File: config.mk
export PLATFORM = sky130hd
export DESIGN_NAME = quadrature_decoder_with_acceleration_core_flat
export DESIGN_NICKNAME = d
export VERILOG_FILES = /design/src/hw/rtl/qdec_pkg.sv /design/src/hw/rtl/qdec_if.sv /design/src/hw/rtl/quadrature_decoder_with_acceleration_core.sv /design/src/hw/rtl/qdec_cfg_regs.sv /design/src/hw/rtl/qdec_engine.sv /design/src/flat_wrapper.sv
export SDC_FILE = /design/constraint.sdc
export NUM_CORES = 1
export LEC_CHECK = 0
export ABC_CLOCK_PERIOD_IN_PS = 28600
export BUFFER_PORTS_ARGS = -buffer_cell sky130_fd_sc_hd__buf_2
export CAP_MARGIN = 10
export CORE_AREA = 3 3 250 252
export DETAILED_ROUTE_END_ITERATION = 12
export DIE_AREA = 0 0 253 255
export PLACE_DENSITY = 0.58
export SLEW_MARGIN = 15
export SYNTH_ARGS = -nofsm -noshare
export SYNTH_HDL_FRONTEND = slang
export SYNTH_SLANG_ARGS = --single-unit
File: constraint.sdc
create_clock -name clk_i -period 28.6 [get_ports clk_i]
set_input_delay 1.43 -clock clk_i [delete_from_list [all_inputs] [get_ports clk_i]]
set_output_delay 1.43 -clock clk_i [all_outputs]
set_load 0.03 [all_outputs]
File: src/hw/rtl/qdec_pkg.sv
package qdec_pkg;

  localparam int TIME_W     = 32;
  localparam int CFG_IDX_W  = 3;
  localparam int CFG_DATA_W = 16;
  localparam int SCALE_W    = 10;
  localparam int MOVES_W    = 16;
  localparam int SPEED_W    = 16;
  localparam int POS_W      = 4;
  localparam int COUNT_W    = 4;
  localparam int THR_W      = 3;
  localparam int PROD_W     = MOVES_W + SCALE_W;

  typedef logic [CFG_IDX_W-1:0] cfg_idx_t;

  // configuration register indexes
  localparam cfg_idx_t REG_DEBOUNCE_MS = 3'd0;
  localparam cfg_idx_t REG_WINDOW_MS   = 3'd1;
  localparam cfg_idx_t REG_SPEED_SCALE = 3'd2;
  localparam cfg_idx_t REG_SLOW_BELOW  = 3'd3;
  localparam cfg_idx_t REG_MID_BELOW   = 3'd4;
  localparam cfg_idx_t REG_FAST_BELOW  = 3'd5;

  // step multipliers
  localparam logic [COUNT_W-1:0] MULT_X1 = 4'd1;
  localparam logic [COUNT_W-1:0] MULT_X2 = 4'd2;
  localparam logic [COUNT_W-1:0] MULT_X4 = 4'd4;
  localparam logic [COUNT_W-1:0] MULT_X8 = 4'd8;

  // position thresholds that go with each multiplier
  localparam logic [THR_W-1:0] THR_X1 = 3'd4;
  localparam logic [THR_W-1:0] THR_X2 = 3'd2;
  localparam logic [THR_W-1:0] THR_X4 = 3'd1;
  localparam logic [THR_W-1:0] THR_X8 = 3'd1;

  // indexed by {previous lines, new lines}
  localparam logic signed [1:0] STEP_TABLE [16] = '{
     2'sd0, -2'sd1,  2'sd1,  2'sd0,
     2'sd1,  2'sd0,  2'sd0, -2'sd1,
    -2'sd1,  2'sd0,  2'sd0,  2'sd1,
     2'sd0,  2'sd1, -2'sd1,  2'sd0
  };

  typedef struct packed {
    logic [15:0]        debounce_ms;
    logic [15:0]        window_ms;
    logic [SCALE_W-1:0] speed_scale;
    logic [SPEED_W-1:0] slow_below;
    logic [SPEED_W-1:0] mid_below;
    logic [SPEED_W-1:0] fast_below;
  } qdec_cfg_t;

  typedef struct packed {
    logic              line_a;
    logic              line_b;
    logic [TIME_W-1:0] now_ms;
  } sample_t;

  typedef struct packed {
    logic               emit;
    logic               direction_down;
    logic [COUNT_W-1:0] step_count;
  } step_res_t;

endpackage

File: src/hw/rtl/qdec_if.sv
interface qdec_sample_if
  import qdec_pkg::*;
();
  logic              valid;
  logic              ready;
  logic              line_a;
  logic              line_b;
  logic [TIME_W-1:0] now_ms;

  modport source (output valid, line_a, line_b, now_ms, input ready);
  modport sink   (input valid, line_a, line_b, now_ms, output ready);
endinterface

interface qdec_step_if
  import qdec_pkg::*;
();
  logic               valid;
  logic               ready;
  logic               direction_down;
  logic [COUNT_W-1:0] step_count;

  modport source (output valid, direction_down, step_count, input ready);
  modport sink   (input valid, direction_down, step_count, output ready);
endinterface

interface qdec_cfg_if
  import qdec_pkg::*;
();
  logic                  valid;
  logic                  ready;
  logic [CFG_IDX_W-1:0]  index;
  logic [CFG_DATA_W-1:0] data;

  modport source (output valid, index, data, input ready);
  modport sink   (input valid, index, data, output ready);
endinterface

File: src/hw/rtl/quadrature_decoder_with_acceleration_core.sv
// a sample accepted into the sample register passes to the step register once the step slot is free
// throughput: one sample per clock unless the step channel stalls, whether or not it yields an event
// the step channel is registered; a stalled step holds only the sample stage
// reset (rst_ni low, asynchronous): registers back to defaults, all decode
// state and both pipeline stages cleared, no transaction pending
module quadrature_decoder_with_acceleration_core
  import qdec_pkg::*;
(
  input  logic         clk_i,
  input  logic         rst_ni,
  qdec_sample_if.sink  sample_i,
  qdec_step_if.source  step_o,
  qdec_cfg_if.sink     cfg_i
);

  // configuration registers, always ready for a write
  qdec_cfg_t cfg;

  assign cfg_i.ready = 1'b1;

  qdec_cfg_regs u_cfg_regs (
    .clk_i     (clk_i),
    .rst_ni    (rst_ni),
    .wr_en_i   (cfg_i.valid),
    .wr_idx_i  (cfg_i.index),
    .wr_data_i (cfg_i.data),
    .cfg_o     (cfg)
  );

  // sample register: holds the item the decode logic works on this cycle
  sample_t   sample_q;
  logic      sample_valid_q, sample_valid_d;

  // step register: result waiting on the output channel
  step_res_t res;
  logic      step_valid_q, step_valid_d;
  logic      step_dir_q;
  logic [COUNT_W-1:0] step_count_q;

  logic      sample_acc;
  logic      slot_free;
  logic      advance;

  // the step slot is free when empty or emptied at this edge
  assign slot_free  = !step_valid_q || step_o.ready;
  // the held sample commits its state update and its event together
  assign advance    = sample_valid_q && slot_free;
  // a new sample enters whenever the sample stage empties at this edge
  assign sample_i.ready = !sample_valid_q || advance;
  assign sample_acc = sample_i.valid && sample_i.ready;

  always_comb begin
    sample_valid_d = sample_valid_q;
    if (sample_acc) begin
      sample_valid_d = 1'b1;
    end else if (advance) begin
      sample_valid_d = 1'b0;
    end
  end

  always_comb begin
    step_valid_d = step_valid_q;
    if (advance) begin
      // samples that are unchanged, fall inside the debounce time or do not cross the threshold leave no event
      step_valid_d = res.emit;
    end else if (step_o.ready) begin
      step_valid_d = 1'b0;
    end
  end

  always_ff @(posedge clk_i or negedge rst_ni) begin
    if (!rst_ni) begin
      sample_valid_q <= 1'b0;
      step_valid_q   <= 1'b0;
    end else begin
      sample_valid_q <= sample_valid_d;
      step_valid_q   <= step_valid_d;
    end
  end

  // payload registers, no reset needed
  always_ff @(posedge clk_i) begin
    if (sample_acc) begin
      sample_q.line_a <= sample_i.line_a;
      sample_q.line_b <= sample_i.line_b;
      sample_q.now_ms <= sample_i.now_ms;
    end
    if (advance) begin
      step_dir_q   <= res.direction_down;
      step_count_q <= res.step_count;
    end
  end

  // debounce, transition decode, speed window and threshold test
  qdec_engine u_engine (
    .clk_i     (clk_i),
    .rst_ni    (rst_ni),
    .cfg_i     (cfg),
    .sample_i  (sample_q),
    .advance_i (advance),
    .res_o     (res)
  );

  assign step_o.valid          = step_valid_q;
  assign step_o.direction_down = step_dir_q;
  assign step_o.step_count     = step_count_q;

endmodule

File: src/hw/rtl/qdec_cfg_regs.sv
module qdec_cfg_regs
  import qdec_pkg::*;
(
  input  logic                  clk_i,
  input  logic                  rst_ni,
  input  logic                  wr_en_i,
  input  cfg_idx_t              wr_idx_i,
  input  logic [CFG_DATA_W-1:0] wr_data_i,
  output qdec_cfg_t             cfg_o
);

  qdec_cfg_t cfg_q, cfg_d;

  always_comb begin
    cfg_d = cfg_q;
    if (wr_en_i) begin
      case (wr_idx_i)
        REG_DEBOUNCE_MS: cfg_d.debounce_ms = wr_data_i;
        REG_WINDOW_MS:   cfg_d.window_ms   = wr_data_i;
        REG_SPEED_SCALE: cfg_d.speed_scale = wr_data_i[SCALE_W-1:0];
        REG_SLOW_BELOW:  cfg_d.slow_below  = wr_data_i;
        REG_MID_BELOW:   cfg_d.mid_below   = wr_data_i;
        REG_FAST_BELOW:  cfg_d.fast_below  = wr_data_i;
        default: ;
      endcase
    end
  end

  always_ff @(posedge clk_i or negedge rst_ni) begin
    if (!rst_ni) begin
      cfg_q.debounce_ms <= 16'd2;
      cfg_q.window_ms   <= 16'd100;
      cfg_q.speed_scale <= 10'd10;
      cfg_q.slow_below  <= 16'd5;
      cfg_q.mid_below   <= 16'd15;
      cfg_q.fast_below  <= 16'd30;
    end else begin
      cfg_q <= cfg_d;
    end
  end

  assign cfg_o = cfg_q;

endmodule

File: src/hw/rtl/qdec_engine.sv
module qdec_engine
  import qdec_pkg::*;
(
  input  logic      clk_i,
  input  logic      rst_ni,
  input  qdec_cfg_t cfg_i,
  input  sample_t   sample_i,
  input  logic      advance_i,
  output step_res_t res_o
);

  logic [1:0]                last_lines_q;
  logic [TIME_W-1:0]         last_change_q;
  logic signed [POS_W-1:0]   position_q, position_d;
  logic [MOVES_W-1:0]        moves_q, moves_d;
  logic [TIME_W-1:0]         win_start_q;
  logic [SPEED_W-1:0]        speed_q;

  logic [1:0]                lines;
  logic                      changed;
  logic [TIME_W-1:0]         since_change;
  logic [TIME_W-1:0]         since_window;
  logic                      accepted;
  logic signed [1:0]         delta;
  logic signed [POS_W-1:0]   pos_sum;
  logic [MOVES_W-1:0]        moves_inc;
  logic                      refresh;
  logic [PROD_W-1:0]         prod;
  logic [SPEED_W-1:0]        prod_sat;
  logic [SPEED_W-1:0]        speed_new;
  logic [COUNT_W-1:0]        mult;
  logic [THR_W-1:0]          thr;
  logic signed [POS_W-1:0]   thr_s;
  logic                      hit_up;
  logic                      hit_down;

  always_comb begin
    lines        = {sample_i.line_a, sample_i.line_b};
    changed      = (lines != last_lines_q);
    since_change = sample_i.now_ms - last_change_q;
    accepted     = changed && (since_change >= {16'd0, cfg_i.debounce_ms});

    delta   = STEP_TABLE[{last_lines_q, lines}];
    pos_sum = position_q + {{(POS_W-2){delta[1]}}, delta};

    moves_inc = ((delta != 2'sd0) && (moves_q != '1)) ? moves_q + 16'd1 : moves_q;

    since_window = sample_i.now_ms - win_start_q;
    refresh      = (since_window >= {16'd0, cfg_i.window_ms});
    prod         = {{SCALE_W{1'b0}}, moves_inc} * {{MOVES_W{1'b0}}, cfg_i.speed_scale};
    prod_sat     = (|prod[PROD_W-1:SPEED_W]) ? '1 : prod[SPEED_W-1:0];
    speed_new    = refresh ? prod_sat : speed_q;

    if (speed_new < cfg_i.slow_below) begin
      mult = MULT_X1;
      thr  = THR_X1;
    end else if (speed_new < cfg_i.mid_below) begin
      mult = MULT_X2;
      thr  = THR_X2;
    end else if (speed_new < cfg_i.fast_below) begin
      mult = MULT_X4;
      thr  = THR_X4;
    end else begin
      mult = MULT_X8;
      thr  = THR_X8;
    end

    thr_s    = $signed({1'b0, thr});
    hit_up   = (pos_sum >= thr_s);
    hit_down = (pos_sum <= -thr_s);

    position_d = (hit_up || hit_down) ? '0 : pos_sum;
    moves_d    = refresh ? '0 : moves_inc;

    res_o.emit           = accepted && (hit_up || hit_down);
    res_o.direction_down = !hit_up;
    res_o.step_count     = mult;
  end

  always_ff @(posedge clk_i or negedge rst_ni) begin
    if (!rst_ni) begin
      last_lines_q  <= '0;
      last_change_q <= '0;
      position_q    <= '0;
      moves_q       <= '0;
      win_start_q   <= '0;
      speed_q       <= '0;
    end else if (advance_i && accepted) begin
      last_lines_q  <= lines;
      last_change_q <= sample_i.now_ms;
      position_q    <= position_d;
      moves_q       <= moves_d;
      if (refresh) begin
        win_start_q <= sample_i.now_ms;
        speed_q     <= prod_sat;
      end
    end
  end

endmodule

File: src/flat_wrapper.sv
// flat-port wrapper written by rule: the top's interface ports become plain ports
module quadrature_decoder_with_acceleration_core_flat import qdec_pkg::*;
  (clk_i, rst_ni, sample_i_valid, sample_i_line_a, sample_i_line_b, sample_i_now_ms, sample_i_ready, step_o_valid, step_o_direction_down, step_o_step_count, step_o_ready, cfg_i_valid, cfg_i_index, cfg_i_data, cfg_i_ready);
  qdec_sample_if sample_i_i ();
  qdec_step_if step_o_i ();
  qdec_cfg_if cfg_i_i ();
  input  logic clk_i;
  input  logic rst_ni;
  input wire logic [$bits(sample_i_i.valid)-1:0] sample_i_valid;
  input wire logic [$bits(sample_i_i.line_a)-1:0] sample_i_line_a;
  input wire logic [$bits(sample_i_i.line_b)-1:0] sample_i_line_b;
  input wire logic [$bits(sample_i_i.now_ms)-1:0] sample_i_now_ms;
  output wire logic [$bits(sample_i_i.ready)-1:0] sample_i_ready;
  output wire logic [$bits(step_o_i.valid)-1:0] step_o_valid;
  output wire logic [$bits(step_o_i.direction_down)-1:0] step_o_direction_down;
  output wire logic [$bits(step_o_i.step_count)-1:0] step_o_step_count;
  input wire logic [$bits(step_o_i.ready)-1:0] step_o_ready;
  input wire logic [$bits(cfg_i_i.valid)-1:0] cfg_i_valid;
  input wire logic [$bits(cfg_i_i.index)-1:0] cfg_i_index;
  input wire logic [$bits(cfg_i_i.data)-1:0] cfg_i_data;
  output wire logic [$bits(cfg_i_i.ready)-1:0] cfg_i_ready;
  assign sample_i_i.valid = sample_i_valid;
  assign sample_i_i.line_a = sample_i_line_a;
  assign sample_i_i.line_b = sample_i_line_b;
  assign sample_i_i.now_ms = sample_i_now_ms;
  assign sample_i_ready = sample_i_i.ready;
  assign step_o_valid = step_o_i.valid;
  assign step_o_direction_down = step_o_i.direction_down;
  assign step_o_step_count = step_o_i.step_count;
  assign step_o_i.ready = step_o_ready;
  assign cfg_i_i.valid = cfg_i_valid;
  assign cfg_i_i.index = cfg_i_index;
  assign cfg_i_i.data = cfg_i_data;
  assign cfg_i_ready = cfg_i_i.ready;
  quadrature_decoder_with_acceleration_core u_core (.clk_i(clk_i), .rst_ni(rst_ni), .sample_i(sample_i_i), .step_o(step_o_i), .cfg_i(cfg_i_i));
endmodule
==> results.md <==
Run status:
- The run finished with clean final reports.

Clock network:
- The hold buffer count at cts is 0.
- CTS built an H-tree with a depth of 1.
- The maximum clock path buffer count is 3.
- The clock latency reported for the late side of the worst-skew pair is roughly 0.56 ns.
- The clock drives around 230 sinks.
- TritonCTS built the clock tree.
- The clock root buffer is sky130_fd_sc_hd__clkbuf_16.
- The post-CTS setup buffer count is 0.
- Clock tree synthesis inserted a total of 25 buffers.
- After clock tree synthesis, the clock-pin slew on the worst setup and hold paths is around 0.060 ns.
- The count of cells resized by post-cts repair is 0.

GRT:
- The first global-routing pass estimated roughly 91000 µm of wire.
- The number of global-route vias before repair is around 17000.
- The total global-route track usage is between 10% and 20%.
- The largest net degree at the start of global routing is between 70 and 80.
- The sum of overflow across all layers after global routing is 0.
- The number of antenna violations at the first check in global routing is 0.

Drt:
- In the routed design, unresolved DRC markers number 0.
- The detailed router finished its first iteration with between 1000 and 1500 violations.
- The count of nets left with antenna violations once routing finished came out at 0.
- The post-detailed-routing wire length is approximately 56000 µm.
- The number of detailed-routing iterations run before antenna repair is 5.
- After detailed routing, the number of vias per cell comes to roughly 5.3.
- The wire length per cell is 18.0 µm.
- The overall via count from detail_route is between 15000 and 20000.

Pwr:
- Of the total power, the share spent switching nets is a little over two fifths.
- The worst IR drop on VDD is around 0.061 mV.
- The part of the total power dissipated in sequential elements is 25.4%.
- The net switching power is about 0.85 mW.
- The clock network power share is between 10% and 20%.
- The power per unit of standard cell area is between 80 and 90 mW/mm².
- The share of power burned in combinational logic is 56.9%.
- In this run the static leakage power is around 11 nW.
- The cell-internal power is roughly 1.1 mW.

Logic synthesis:
- Sorting the synthesized cells by area gives the leading types as sky130_fd_sc_hd__dfrtp_1, sky130_fd_sc_hd__ha_1, sky130_fd_sc_hd__fa_1.
- In the synthesized netlist the dominant register cell turns out to be sky130_fd_sc_hd__dfrtp_1.
- During synthesis, Yosys emitted a total of 0 warnings.
- The cell area after technology mapping is 0.0210 mm².
- The most common cell in the netlist is sky130_fd_sc_hd__inv_1.
- Sequential elements use ~29% of the synthesized area.
- Counting flops with an async set or reset pin after synthesis yields a share of between 80% and 90%.
- The netlist uses slightly above 90 different library cells.
- The leading area contributor after synthesis is sky130_fd_sc_hd__dfrtp_1.
- After technology mapping, the gate count stands at between 2000 and 2500.
- In the synthesized netlist, the cells that appear most often are sky130_fd_sc_hd__inv_1, sky130_fd_sc_hd__nand2_1, sky130_fd_sc_hd__ha_1.
- The number of flops mapped to enable cells by yosys is 39.
- Synthesis inferred roughly 230 register bits.
- The top cell type by area accounts for 21.2% of the synthesized area.
- A synthesized cell averages approximately 9 µm².

Setup path:
- The library cell appearing most often on the critical path is sky130_fd_sc_hd__ha_1.
- The largest individual stage delay along the critical path comes from the cell sky130_fd_sc_hd__xor2_1.
- The setup check on the worst reg-to-reg path leaves a slack of 15.84 ns.
- On the worst path, the slowest cell contributes a delay of 0.84 ns.
- The origin of the critical flop-to-flop path is u_core.sample_q[32]$_DFFE_PP_.
- In this run the worst path has a maximum fanout of 15.
- The critical path is of the flop to flop type.
- The kind of start point of the critical path is a flop.
- At the worst endpoint, the required time is around 29 ns.
- Data arrives at the worst endpoint at 13.24 ns.
- The worst setup path is captured at a flop.
- In this run the worst setup path begins at u_core.sample_q[32]$_DFFE_PP_.

Timing:
- Setup total negative slack on the finished layout was measured at 0 ns.
- The maximum clock frequency is 78.3 MHz.
- For the pin with the worst max-slew slack, the measured transition is 1.20 ns.
- The clock period minus final worst setup slack is about 13 ns.
- The count of endpoints failing setup in the final report is 0.
- The final worst clock skew is ~0.015 ns.
- The worst path meets setup with 15.84 ns of slack.
- The hold violation total from the final report is 0.
- The count of pins over their slew limit is 0.
- The worst pin sits at a relative slew slack of roughly a fifth.
- After layout, the worst path uses approximately 45% of the clock period.
- Setup repair after global routing left no endpoint under its margin.

Place:
- The wire-length estimate of the detail-placed layout is 42800 µm.
- Buffers placed on the I/O ports in this run total between 60 and 70.
- The worst setup slack after placement is roughly 16 ns.
- The global placer's final weighted congestion is roughly 0.88.

Floorplanning:
- The initial utilization of the core area, before any placement, comes to about a third.
- The floorplan has 90 rows.
- In this run the standard cell core region covers between 0.06 and 0.07 mm².
- The number of top-level pins is between 60 and 70.
- The die is about 260 µm tall.
- Measured along the x axis, the die boundary spans about 250 µm.
- The die area is ~0.065 mm².

Hold path:
- The worst hold path class is flop to flop.
- The origin of the worst min-delay path is u_core.u_engine.last_change_q[2]$_DFFE_PN0P_.

Finish:
- The ratio of cells with drive above 1 in the final layout is 11.3%.
- The area occupied by registers is 0.00605 mm².
- In the final layout, the multi-input gates occupy 0.0136 mm².
- The signed area change from the synthesized netlist to the final layout is 9.65%.
- For this run, the post-layout net count is around 2700.
- The count of filler cells inserted in the layout is 6102.

Job:
- Max-cap violations in this run came to 0.
worst max-delay path: cells and delay by family (launching register included):
kind	cells	cell delay (ns)
xor gates and xnor gates	2	1.07
buffers and inverters	4	0.29
and+or+nand+nor	12	2.68
DFF	1	0.46
AOI/OAI and AO/OA	17	4.28
muxes	1	0.25
adders and majority gates	9	3.65
cell usage in the layout (no fill, tap or decap), types with 8 or more instances in the layout:
master and instances:
sky130_fd_sc_hd__xnor2_1 54, sky130_fd_sc_hd__o21a_1 33, sky130_fd_sc_hd__nand4_1 34, sky130_fd_sc_hd__dfrtp_1 178, sky130_fd_sc_hd__nor4_1 8, sky130_fd_sc_hd__or3_1 17
sky130_fd_sc_hd__o22ai_1 33, sky130_fd_sc_hd__clkbuf_16 26, sky130_fd_sc_hd__nand3_1 32, sky130_fd_sc_hd__ha_1 214, sky130_fd_sc_hd__o21ai_1 9, sky130_fd_sc_hd__and3_1 11
sky130_fd_sc_hd__nor2b_1 59, sky130_fd_sc_hd__o31ai_1 17, sky130_fd_sc_hd__dfstp_2 16, sky130_fd_sc_hd__fa_1 113, sky130_fd_sc_hd__buf_4 20, sky130_fd_sc_hd__a2111oi_0 9
sky130_fd_sc_hd__edfxtp_1 39, sky130_fd_sc_hd__xor2_1 24, sky130_fd_sc_hd__mux2_4 22, sky130_fd_sc_hd__o21bai_1 9, sky130_fd_sc_hd__nand2b_1 32, sky130_fd_sc_hd__o21ai_0 127
sky130_fd_sc_hd__and2_1 65, sky130_fd_sc_hd__nor2_1 81, sky130_fd_sc_hd__inv_1 294, sky130_fd_sc_hd__nor3_1 24, sky130_fd_sc_hd__buf_2 63, sky130_fd_sc_hd__mux2i_1 9
sky130_fd_sc_hd__mux2_2 62, sky130_fd_sc_hd__a21oi_1 104, sky130_fd_sc_hd__or2_2 10, sky130_fd_sc_hd__o22a_1 10, sky130_fd_sc_hd__a211oi_1 17, sky130_fd_sc_hd__a21o_1 59
sky130_fd_sc_hd__nand2_1 219, sky130_fd_sc_hd__o211ai_1 8
final cells by class:
class,instances,share of cell area (%)
antenna,1,0.0109
clock buffer,35,3.06
clock inverter,11,0.760
inverter,294,4.79
multi-input combinational,1659,58.8
sequential,233,26.2
tap,782,4.25
timing repair buffer,84,2.08
worst paths after layout:
| kind | to | cells after the start |
|---|---|---|
| max | u_core.u_engine.position_q[1]$_DFFE_PN0P_ | 45 |
| min | u_core.u_engine.last_change_q[2]$_DFFE_PN0P_ | 1 |
| max reg2reg | u_core.u_engine.position_q[1]$_DFFE_PN0P_ | 45 |
| min reg2reg | u_core.u_engine.last_change_q[2]$_DFFE_PN0P_ | 1 |
| max in group asynchronous | u_core.u_cfg_regs.cfg_o[6]$_DFFE_PN0P_ | 3 |
| min in group asynchronous | u_core.u_engine.last_change_q[25]$_DFFE_PN0P_ | 1 |
state kept, by name, summed over array words and instances, names as in the netlist:
| signal | cells |
|---|---|
| u_core.sample_q | 34 |
| u_core.step_o.step_count | 4 |
| u_core.sample_valid_q | 1 |
| u_core.step_o.direction_down | 1 |
| u_core.u_engine.position_q | 4 |
| u_core.u_engine.last_change_q | 32 |
| u_core.u_engine.moves_q | 16 |
| u_core.u_engine.last_lines_q | 2 |
| u_core.step_o.valid | 1 |
| u_core.u_engine.speed_q | 16 |
| u_core.u_cfg_regs.cfg_o | 90 |
| u_core.u_engine.win_start_q | 32 |
metal layers:
layer,GRT usage [%],vias to the layer above,part of all wire (%)
met5,0,-,0
met4,5.83,0,3.3
met3,1.86,104,4.6
met2,29.9,392,47
met1,23.4,8073,45
li1,-,7888,-
logic make-up (layout without fill, tap and decap cells):
group	count (synthesis)	count (layout)	synth area share, %
compound gates	515	515	16.1
xor+xnor	80	80	3.33
fa+ha+maj	327	327	23.5
buf+inv	381	424	7.04
flops	233	233	28.8
mux	100	100	5.75
other cells	2	4	0.0357
simple gates	634	634	15.5
per-stage QoR:
stage                     instances  power (mW)  util, %  instance area, µm²  hold WS (ns)
final                          3099        1.98     38.2               23000         0.488
after global placement         3052        1.60     36.7               22100         0.469
after floorplan                2273        1.35        -               21000         0.454
after CTS                      3098        1.99     38.1               23000         0.490
after global routing           3098        2.16     38.2               23000         0.515
after detailed placement       3052        1.62     36.7               22100         0.477
power groups by stage:
stage	clock network (mW)	logic [mW]	registers, mW
after global routing	0.374	1.27	0.513
after global placement	0	1.09	0.504
after detailed placement	0	1.12	0.508
after floorplan	0	0.870	0.480
after CTS	0.361	1.13	0.502
final	0.350	1.13	0.503
Power figures use the tool's default switching activity.
